[config.mk]
export PLATFORM = sky130hd
export DESIGN_NAME = half_float_add_sub
export DESIGN_NICKNAME = d
export VERILOG_FILES = /design/src/hdl/hfas_pkg.sv /design/src/hdl/half_float_add_sub.sv /design/src/hdl/hfas_front.sv /design/src/hdl/hfas_queue.sv /design/src/hdl/hfas_back.sv
export SDC_FILE = /design/constraint.sdc
export NUM_CORES = 1
export LEC_CHECK = 0
export BUFFER_PORTS_ARGS = -buffer_cell sky130_fd_sc_hd__buf_4
export CORE_ASPECT_RATIO = 1.1
export CORE_MARGIN = 8
export CORE_UTILIZATION = 51
export CTS_BUF_LIST = sky130_fd_sc_hd__clkbuf_8
export CTS_CLUSTER_DIAMETER = 60
export DETAILED_ROUTE_END_ITERATION = 8
export PLACE_DENSITY = 0.76
export SLEW_MARGIN = 25
export SYNTH_ARGS = -nofsm -noshare
export SYNTH_HDL_FRONTEND = slang
export SYNTH_SLANG_ARGS = --single-unit
[constraint.sdc]
create_clock -name clk_i -period 10.2 [get_ports clk_i]
set_input_delay 0.51 -clock clk_i [delete_from_list [all_inputs] [get_ports clk_i]]
set_output_delay 0.51 -clock clk_i [all_outputs]
set_load 0.05 [all_outputs]
[src/hdl/hfas_pkg.sv]
// hfas_pkg: shared types and constants for the half-precision add/subtract block
// no dependencies
`timescale 1ns / 1ps
`default_nettype none
package hfas_pkg;
  localparam int unsigned ExpBits  = 5;

  // classified operation handed from front to back
  typedef struct packed {
    logic              sign;      // sign of sum
    logic              is_zero;   // sum was zero
    logic [11:0]       mag;       // magnitude of significand sum
    logic [ExpBits:0]  exp;       // larger exponent, zero-extended
  } op_t;
endpackage
`default_nettype wire

[src/hdl/half_float_add_sub.sv]
// half_float_add_sub: top level of the half-precision add/subtract block
// depends on hfas_pkg, hfas_front, hfas_queue, hfas_back
//
// usage:
// - input channel: valid_i, stall_o, command_i (0 add, 1 subtract),
//   operand_a_i, operand_b_i; a beat moves when valid_i is high and stall_o low
// - output channel: valid_o, stall_i, result_o, exponent_out_of_range_o
// - one beat per cycle sustained while stall_i is low; an input beat passes the
//   front register, the queue and the back register before output valid
// - front aligns and adds significands, a two-entry queue decouples it from
//   the back, which normalizes and packs
// - when stall_i holds, the back keeps its result, the queue fills and then
//   the front register stalls; stall_o rises once all of them are full
// - reset clears every valid flag; nothing is in flight afterwards
// - no rounding, exponent wraps modulo 32 and is flagged when it does
`timescale 1ns / 1ps
`default_nettype none
module half_float_add_sub (
  input  wire logic        clk_i,
  input  wire logic        rst_ni,
  input  wire logic        valid_i,
  output logic             stall_o,
  input  wire logic        command_i,
  input  wire logic [15:0] operand_a_i,
  input  wire logic [15:0] operand_b_i,
  output logic             valid_o,
  input  wire logic        stall_i,
  output logic [15:0]      result_o,
  output logic             exponent_out_of_range_o
);
  // front to queue
  logic          f_valid, f_stall;
  hfas_pkg::op_t f_op;
  // queue to back
  logic          q_valid, q_stall;
  hfas_pkg::op_t q_op;

  hfas_front u_front (
    .clk_i, .rst_ni, .valid_i, .stall_o, .command_i, .operand_a_i, .operand_b_i,
    .valid_o(f_valid), .stall_i(f_stall), .op_o(f_op)
  );

  hfas_queue u_queue (
    .clk_i, .rst_ni, .valid_i(f_valid), .stall_o(f_stall), .op_i(f_op),
    .valid_o(q_valid), .stall_i(q_stall), .op_o(q_op)
  );

  hfas_back u_back (
    .clk_i, .rst_ni, .valid_i(q_valid), .stall_o(q_stall), .op_i(q_op),
    .valid_o, .stall_i, .result_o, .exponent_out_of_range_o
  );

  // a zero sum must always pack to a zero word with no flag
  ap_zero: assert property (@(posedge clk_i) disable iff (!rst_ni)
    (q_valid && !q_stall && q_op.is_zero) |=> (result_o == 16'h0000 &&
    !exponent_out_of_range_o)) else $error("zero sum not packed as zero");
  // stalled output holds its beat
  ap_hold: assert property (@(posedge clk_i) disable iff (!rst_ni)
    (valid_o && stall_i) |=> (valid_o && $stable(result_o)))
    else $error("output beat changed under stall");
  // input stall only while the front holds a beat the queue cannot take
  ap_stall: assert property (@(posedge clk_i) disable iff (!rst_ni)
    stall_o |-> (f_valid && f_stall)) else $error("input stalled with room in the queue");
endmodule
`default_nettype wire

[src/hdl/hfas_front.sv]
// hfas_front: accepts operands, aligns and adds significands
// depends on hfas_pkg
`timescale 1ns / 1ps
`default_nettype none
module hfas_front (
  input  wire logic        clk_i,
  input  wire logic        rst_ni,
  input  wire logic        valid_i,
  output logic             stall_o,
  input  wire logic        command_i,
  input  wire logic [15:0] operand_a_i,
  input  wire logic [15:0] operand_b_i,
  output logic             valid_o,
  input  wire logic        stall_i,
  output hfas_pkg::op_t    op_o
);
  logic        valid_q;
  hfas_pkg::op_t op_q, op_d;
  logic [15:0] b;
  logic [4:0]  ea, eb, d;
  logic signed [12:0] va, vb, sa, sb, sum;
  logic        a_big;

  always_comb begin
    b = operand_b_i;
    if (command_i && (operand_b_i != 16'h0000)) b[15] = ~b[15];
    ea = operand_a_i[14:10];
    eb = b[14:10];
    va = {2'b00, 1'b1, operand_a_i[9:0]};
    vb = {2'b00, 1'b1, b[9:0]};
    if (operand_a_i[15]) va = -va;
    if (b[15]) vb = -vb;
    a_big = ea > eb;
    d = a_big ? (ea - eb) : (eb - ea);
    sa = va;
    sb = vb;
    if (a_big) sb = vb >>> d;
    else       sa = va >>> d;
    sum = sa + sb;
    op_d.sign    = sum[12];
    op_d.is_zero = (sum == 13'sd0);
    op_d.mag     = sum[12] ? 12'(-sum) : sum[11:0];
    op_d.exp     = {1'b0, a_big ? ea : eb};
  end

  assign stall_o = valid_q && stall_i;
  assign valid_o = valid_q;
  assign op_o    = op_q;

  always_ff @(posedge clk_i or negedge rst_ni) begin
    if (!rst_ni) begin
      valid_q <= 1'b0;
    end else if (!stall_o) begin
      valid_q <= valid_i;
    end
  end

  always_ff @(posedge clk_i) begin
    if (!stall_o && valid_i) begin
      op_q <= op_d;
    end
  end
endmodule
`default_nettype wire

[src/hdl/hfas_queue.sv]
// hfas_queue: two-entry skid queue between front and back
// depends on hfas_pkg
`timescale 1ns / 1ps
`default_nettype none
module hfas_queue (
  input  wire logic          clk_i,
  input  wire logic          rst_ni,
  input  wire logic          valid_i,
  output logic               stall_o,
  input  hfas_pkg::op_t      op_i,
  output logic               valid_o,
  input  wire logic          stall_i,
  output hfas_pkg::op_t      op_o
);
  hfas_pkg::op_t mem_q [2];
  logic       wr_q, rd_q;
  logic [1:0] cnt_q;
  logic       push, pop;

  assign stall_o = cnt_q == 2'd2;
  assign valid_o = cnt_q != 2'd0;
  assign op_o    = mem_q[rd_q];
  assign push    = valid_i && !stall_o;
  assign pop     = valid_o && !stall_i;

  always_ff @(posedge clk_i or negedge rst_ni) begin
    if (!rst_ni) begin
      wr_q  <= 1'b0;
      rd_q  <= 1'b0;
      cnt_q <= 2'd0;
    end else begin
      if (push) wr_q <= ~wr_q;
      if (pop)  rd_q <= ~rd_q;
      cnt_q <= cnt_q + 2'(push) - 2'(pop);
    end
  end

  always_ff @(posedge clk_i) begin
    if (push) mem_q[wr_q] <= op_i;
  end

  ap_cnt: assert property (@(posedge clk_i) disable iff (!rst_ni) cnt_q != 2'd3)
    else $error("queue count out of range");
  ap_full: assert property (@(posedge clk_i) disable iff (!rst_ni)
    (cnt_q == 2'd2 && !pop) |=> cnt_q == 2'd2) else $error("full queue lost entry");
  ap_empty: assert property (@(posedge clk_i) disable iff (!rst_ni)
    (cnt_q == 2'd0 && !valid_i) |=> cnt_q == 2'd0) else $error("empty queue gained entry");
endmodule
`default_nettype wire

[src/hdl/hfas_back.sv]
// hfas_back: normalizes and packs the sum into a half-precision word
// depends on hfas_pkg
`timescale 1ns / 1ps
`default_nettype none
module hfas_back (
  input  wire logic        clk_i,
  input  wire logic        rst_ni,
  input  wire logic        valid_i,
  output logic             stall_o,
  input  hfas_pkg::op_t    op_i,
  output logic             valid_o,
  input  wire logic        stall_i,
  output logic [15:0]      result_o,
  output logic             exponent_out_of_range_o
);
  logic        valid_q;
  logic [15:0] res_q, res_d;
  logic        oor_q, oor_d;
  logic [3:0]  p;
  logic [11:0] m;
  logic signed [7:0] e;

  always_comb begin
    p = 4'd0;
    for (int i = 0; i < 12; i++) if (op_i.mag[i]) p = 4'(i);
    m = op_i.mag;
    e = 8'(signed'({2'b00, op_i.exp}));
    if (p < 4'd10) begin
      m = op_i.mag << (4'd10 - p);
      e = e - 8'(4'd10 - p);
    end else if (p > 4'd10) begin
      m = op_i.mag >> (p - 4'd10);
      e = e + 8'(p - 4'd10);
    end
    if (op_i.is_zero) begin
      res_d = 16'h0000;
      oor_d = 1'b0;
    end else begin
      res_d = {op_i.sign, e[4:0], m[9:0]};
      oor_d = (e < 0) || (e > 8'sd31);
    end
  end

  assign stall_o = valid_q && stall_i;
  assign valid_o = valid_q;
  assign result_o = res_q;
  assign exponent_out_of_range_o = oor_q;

  always_ff @(posedge clk_i or negedge rst_ni) begin
    if (!rst_ni) begin
      valid_q <= 1'b0;
    end else if (!stall_o) begin
      valid_q <= valid_i;
    end
  end

  always_ff @(posedge clk_i) begin
    if (!stall_o && valid_i) begin
      res_q <= res_d;
      oor_q <= oor_d;
    end
  end
endmodule
`default_nettype wire

Word level (Yosys, flattened, before mapping)
Memories as Yosys holds them, arrays and structs flattened.
Cells that the tools add are included.

word-level totals
  flip-flop bits (word level) = 42
  memory bits (writable) = 38
  input port bits = 37
  output and inout bits = 19
  logic and storage cells = 77
  memories = 1

memories
  name           words  bits a word  read ports  clocked after Yosys merged registers in  wr ports  RTL line          RTL
  u_queue.mem_q  2      19           1           0                                        1         hfas_queue.sv:15  hfas_pkg::op_t mem_q [2];

cells by class
  add/subtract/negate cells = 14
  $lt $le $gt $ge = 5
  equal/unequal tests = 1
  shift operators = 4
  multiplexer cells = 25
  bitwise logic cells = 3
  reductions and logical operators = 13

operators by type and width
  kind                   count
  $mux W13               4
  $mux W4                10
  $neg A11 Y13           2
  $sshr A13 B5 Y13       2
  $mux W10               2
  $mux W8                2
  $reduce_bool A16 Y1    1
  $add A13 B13 Y13       1
  $logic_not A13 Y1      1
  $mux W12               1
  $neg A12 Y12           1
  $shl A12 B4 Y10        1
  $shr A12 B4 Y10        1
  $mux W5                2
  $sub A5 B5 Y5          2
  $add A6 B8 Y8          1
  $gt A8 B6 Y1 const B   1
  $lt A8 B1 Y1 const B   1
  $sub A6 B8 Y8          1
  $logic_and A1 B1 Y1    6
  $gt A5 B5 Y1           1
  $sub A4 B4 Y5 const A  1
  $sub A4 B4 Y5 const B  1
  $gt A4 B4 Y1 const B   1
  11 further kinds       18

Depth between registers and ports, before layout
An unclocked memory read counts as a cell.

  word-level depth = 18
  gate-level depth with buffers = 24
  depth with buffers taken out = 21

Hierarchy
Synthesis repeated with hierarchy kept, for this count alone.

second synthesis, totals
  cell total of the unflattened synthesis = 888
  area total of the unflattened synthesis = 8,185.4 um^2

modules (own cells, without submodules)
  module      times used  cells each  area each (um^2)  seq. area each (um^2)
  hfas_front  1           524         4,078.9           595.6
  hfas_back   1           284         2,447.3           535.5
  hfas_queue  1           80          1,659.1           1,301.2

Worst setup path before layout
Ideal clock, no wire load.

  path kind = input to register
  from = in operand_a_i[11]
  to = reg u_front.op_q (netlist bit u_front.op_o[17]) (data pin)
  library setup time = 261 ps
  arrival = 4,981 ps
  data required time = 9,939 ps
  slack = 4,959 ps
  stages = 23
  buffers on the path = 3
  cells stage by stage = inv_1 -> ha_1 -> nor2b_1 -> o31ai_2 -> a21o_1 -> buf_4 -> a21o_1 -> clkbuf_1 -> mux2i_1 -> inv_1 -> o211ai_1 -> a31oi_1 -> ha_1 -> fa_1 -> a21oi_1 -> o21ai_1 -> a2111oi_0 -> o31ai_1 -> a211oi_1 -> nor2_1 -> clkbuf_1 -> a41oi_1 -> xnor2_1

RTL lines
  what                    RTL line                  RTL
  start: declaration      half_float_add_sub.sv:24  input wire logic [15:0] operand_a_i,
  end signal: assignment  hfas_front.sv:60          op_q <= op_d;
  end: declaration        hfas_front.sv:18          hfas_pkg::op_t op_q, op_d;

==> flow_summary.json <==
{
  "run_status": "finished clean",
  "synth_cells": 858,
  "worstPathArrival_ns": 6.70,
  "fin_crit_sh": 0.6433,
  "synth_flop_cell": "sky130_fd_sc_hd__edfxtp_1",
  "initial_utilization": 0.5189,
  "detailed_placement_wirelength_estimate_um": 15000,
  "io_pins": 56,
  "yosys-top-cells-count": "74 x sky130_fd_sc_hd__edfxtp_1, 74 x sky130_fd_sc_hd__nor2_1, 69 x sky130_fd_sc_hd__nand2_1",
  "synth-seq-area-share": 0.3061,
  "wire_per_inst_um": 17.68,
  "layout.area.seq_um2": 2372,
  "timing.clock.skew_ns": 0.01709,
  "synth_warnings": 0,
  "slew_headroom": 0.4136,
  "tritoncts.num_buffers": 9,
  "synth.cell_area_um2": 7751,
  "power_per_cell_area_nw_per_um2": 361.1,
  "fin_nets": 976,
  "timing.critical_path.fanout_max": 29,
  "num_vias": 6731,
  "first_iter_violations": 544,
  "ant_nets": 0,
  "core.rowCount": 47,
  "cts_resized": 0,
  "cts.sink_count": 80,
  "final-instance-count-excl-fill": 1094,
  "max-vdd-ir-drop_uv": 180.3,
  "gp_routability_congestion": 0.9760,
  "drtPass1Iterations": 6,
  "dieArea_um2": 19400,
  "cts.clk_slew.worst_paths_ns": 0.09,
  "fmaxAchievable_ghz": 0.1524,
  "drv_cap": 0,
  "grt_antenna_before_repair": 0,
  "cp-end-kind": "flop",
  "worstSetupStartpointType": "primary input",
  "core_area_um2": 14940,
  "grt_pass1_wl_um": 32170,
  "synth_cell_types": 85,
  "area_of_combinational_cells_with_multiple_inputs_um2": 5016,
  "worst_hold_path_type": "primary input to flop",
  "drv_slew": 0,
  "synth-seq-cells": 80,
  "tightest_slew_ns": 0.8796,
  "synth_edf_count": 74,
  "drive_above_1_share": 0.1492,
  "clk_root_buffer_cell": "sky130_fd_sc_hd__clkbuf_8",
  "grt_max_degree": 37,
  "post_cts.repair.setup_buffers": 0,
  "postRouteWirelength_um": 19340,
  "worstSetupPathType": "primary input to flop",
  "fin_util": 0.5706,
  "clock_tree_from_tritoncts": "yes",
  "placedCellCount": 1077,
  "synth.net_count": 941,
  "async_flop_share": 0.07500,
  "remaining_drc_errors": 0,
  "htree_levels": 3,
  "n_fill_cell": 1394,
  "rsz0062_at_grt": "no",
  "avgSynthCellArea_um2": 9.034,
  "die_height_um": 145.3,
  "crit_path_top_delay_cell": "sky130_fd_sc_hd__ha_1",
  "power_leakage_nw": 3.404,
  "numPortBuffers": 55,
  "syn2layout_area_growth_pct": 9.960,
  "grt_remaining_overflow": 0,
  "path_cells": "buf_4, inv_1, ha_1, nand4_1, mux2i_1, a21o_2, o21a_1, or2_1, a211oi_1, o211ai_1, a31oi_1, ha_1, fa_1, a21oi_1, o21ai_1, a2111oi_0, nor2_1, xnor2_1, nor3_1, nand3_1, nor4bb_1",
  "routed_via_density": 6.153,
  "synth.area.top_cells": "sky130_fd_sc_hd__edfxtp_1 29%, sky130_fd_sc_hd__mux2i_1 7.0%, sky130_fd_sc_hd__ha_1 6.8%, sky130_fd_sc_hd__nor2_1 3.6%, sky130_fd_sc_hd__nand2_1 3.3%",
  "insertedDiodeCount": 0,
  "final-setup-viol-count": 0,
  "setup_tns_ns": 0,
  "finalHoldViolations": 0,
  "finalWorstPathRequiredPeriod_ns": 6.562,
  "cp.required_ns": 10.34,
  "chipWidth_um": 133.5,
  "synth_top_area_frac": 0.2867,
  "first_global_vias": 6715,
  "max_stage_delay_ns": 0.85,
  "clk_buf_depth": 2,
  "finalHoldWorstSlack_ns": 0.3423,
  "timing.critical_path.mode_cell": "sky130_fd_sc_hd__ha_1",
  "worst_skew_pair.late_latency_ns": 0.37,
  "grt_usage": 0.1982,
  "synthDominantAreaCellType": "sky130_fd_sc_hd__edfxtp_1"
}
## cell type report
| type | count | share of cell area |
|---|---|---|
| inverters | 58 | 0.02554 |
| clock buffers | 9 | 0.01453 |
| well taps | 196 | 0.02877 |
| flip-flops and latches | 80 | 0.2783 |
| repair buffers | 61 | 0.05402 |
| multi-input cells | 683 | 0.5885 |
| clock inverters | 7 | 0.01028 |
## cell usage in the layout, fill, tap and decap left out, types with 11 or more instances in the layout
cell type	n
sky130_fd_sc_hd__a211oi_1	14
sky130_fd_sc_hd__a21oi_1	50
sky130_fd_sc_hd__a31oi_1	17
sky130_fd_sc_hd__buf_4	60
sky130_fd_sc_hd__edfxtp_1	74
sky130_fd_sc_hd__ha_1	42
sky130_fd_sc_hd__inv_1	50
sky130_fd_sc_hd__mux2_2	12
sky130_fd_sc_hd__mux2i_1	54
sky130_fd_sc_hd__nand2_1	69
sky130_fd_sc_hd__nand3_1	14
sky130_fd_sc_hd__nor2_1	74
sky130_fd_sc_hd__nor2b_1	11
sky130_fd_sc_hd__nor3_1	23
sky130_fd_sc_hd__o211ai_1	19
sky130_fd_sc_hd__o21ai_0	42
sky130_fd_sc_hd__o21ai_1	13
sky130_fd_sc_hd__xnor2_1	25
sky130_fd_sc_hd__xor2_1	23
## where the power goes
| group | switching [mW] | internal [mW] |
|---|---|---|
| Combinational | 1.34 | 0.834 |
| Clock | 0.134 | 0.119 |
| Sequential | 0.0661 | 0.580 |
## registers in the layout, summed over array words and instances, names as in the netlist
signal	count
u_queue.mem_q	38
u_front.op_o	19
u_back.result_o	16
u_queue.cnt_q	2
u_back.exponent_out_of_range_o	1
u_back.valid_o	1
u_front.valid_o	1
u_queue.rd_q	1
u_queue.wr_q	1
## timing repair
item | CTS | global route
hold buffers | 1 | 0
endpoints found under the setup margin | 0 | 0
endpoints found under the hold margin | 6 | 0
## per-stage QoR
step / cell area [um2] / setup slack [ns] / total power [mW]
CTS: 8507 / 3.424 / 3.062
detailed placement: 8285 / 3.069 / 2.800
global route: 8523 / 3.193 / 3.325
floorplan: 7751 / 4.959 / 2.347
finish: 8523 / 3.638 / 3.078
global placement: 8278 / 3.288 / 2.765
## worst paths after layout
path / start / end / slack, ns / cells past startpoint
min reg2reg: u_front.op_o[2]$_DFFE_PP_ / u_queue.mem_q[0][2]$_DFFE_PP_ / 0.45 / 0
min in group asynchronous: rst_ni / u_queue.cnt_q[0]$_DFF_PN0_ / 0.48 / 2
max: operand_a_i[10] / u_front.op_o[18]$_DFFE_PP_ / 3.64 / 21
min: valid_i / u_front.valid_o$_DFFE_PN0N_ / 0.34 / 2
max in group asynchronous: rst_ni / u_queue.wr_q$_DFFE_PN0P_ / 9.61 / 2
max reg2reg: u_queue.rd_q$_DFFE_PN0P_ / u_back.exponent_out_of_range_o$_SDFFCE_PP0P_ / 4.48 / 15
## critical path, delay by kind of cell
family	cells	cell delay (ns)
adders and majority gates	3	1.52
and+or+nand+nor	6	1.71
buffers and inverters	2	0.12
xor gates and xnor gates	1	0.18
AOI/OAI and AO/OA	8	2.30
muxes	1	0.33
## metal layers
metal / share of wire / track usage / vias up
li1: - / - / 3264
met1: 0.39 / 0.2234 / 3140
met2: 0.51 / 0.3464 / 259
met3: 0.055 / 0.02762 / 68
met4: 0.046 / 0.1203 / 0
met5: 0 / 0 / -
## cell families (layout without fill, tap and decap cells)
family | after synthesis | in the layout | synth area share
AOI/OAI and AO/OA | 246 | 246 | 0.2161
xor gates and xnor gates | 52 | 52 | 0.06166
adders and majority gates | 51 | 51 | 0.08475
buffers and inverters | 95 | 135 | 0.05101
DFF | 80 | 80 | 0.3061
muxes | 81 | 81 | 0.1219
and+or+nand+nor | 253 | 253 | 0.1585
(Power assumes the default switching activity.)
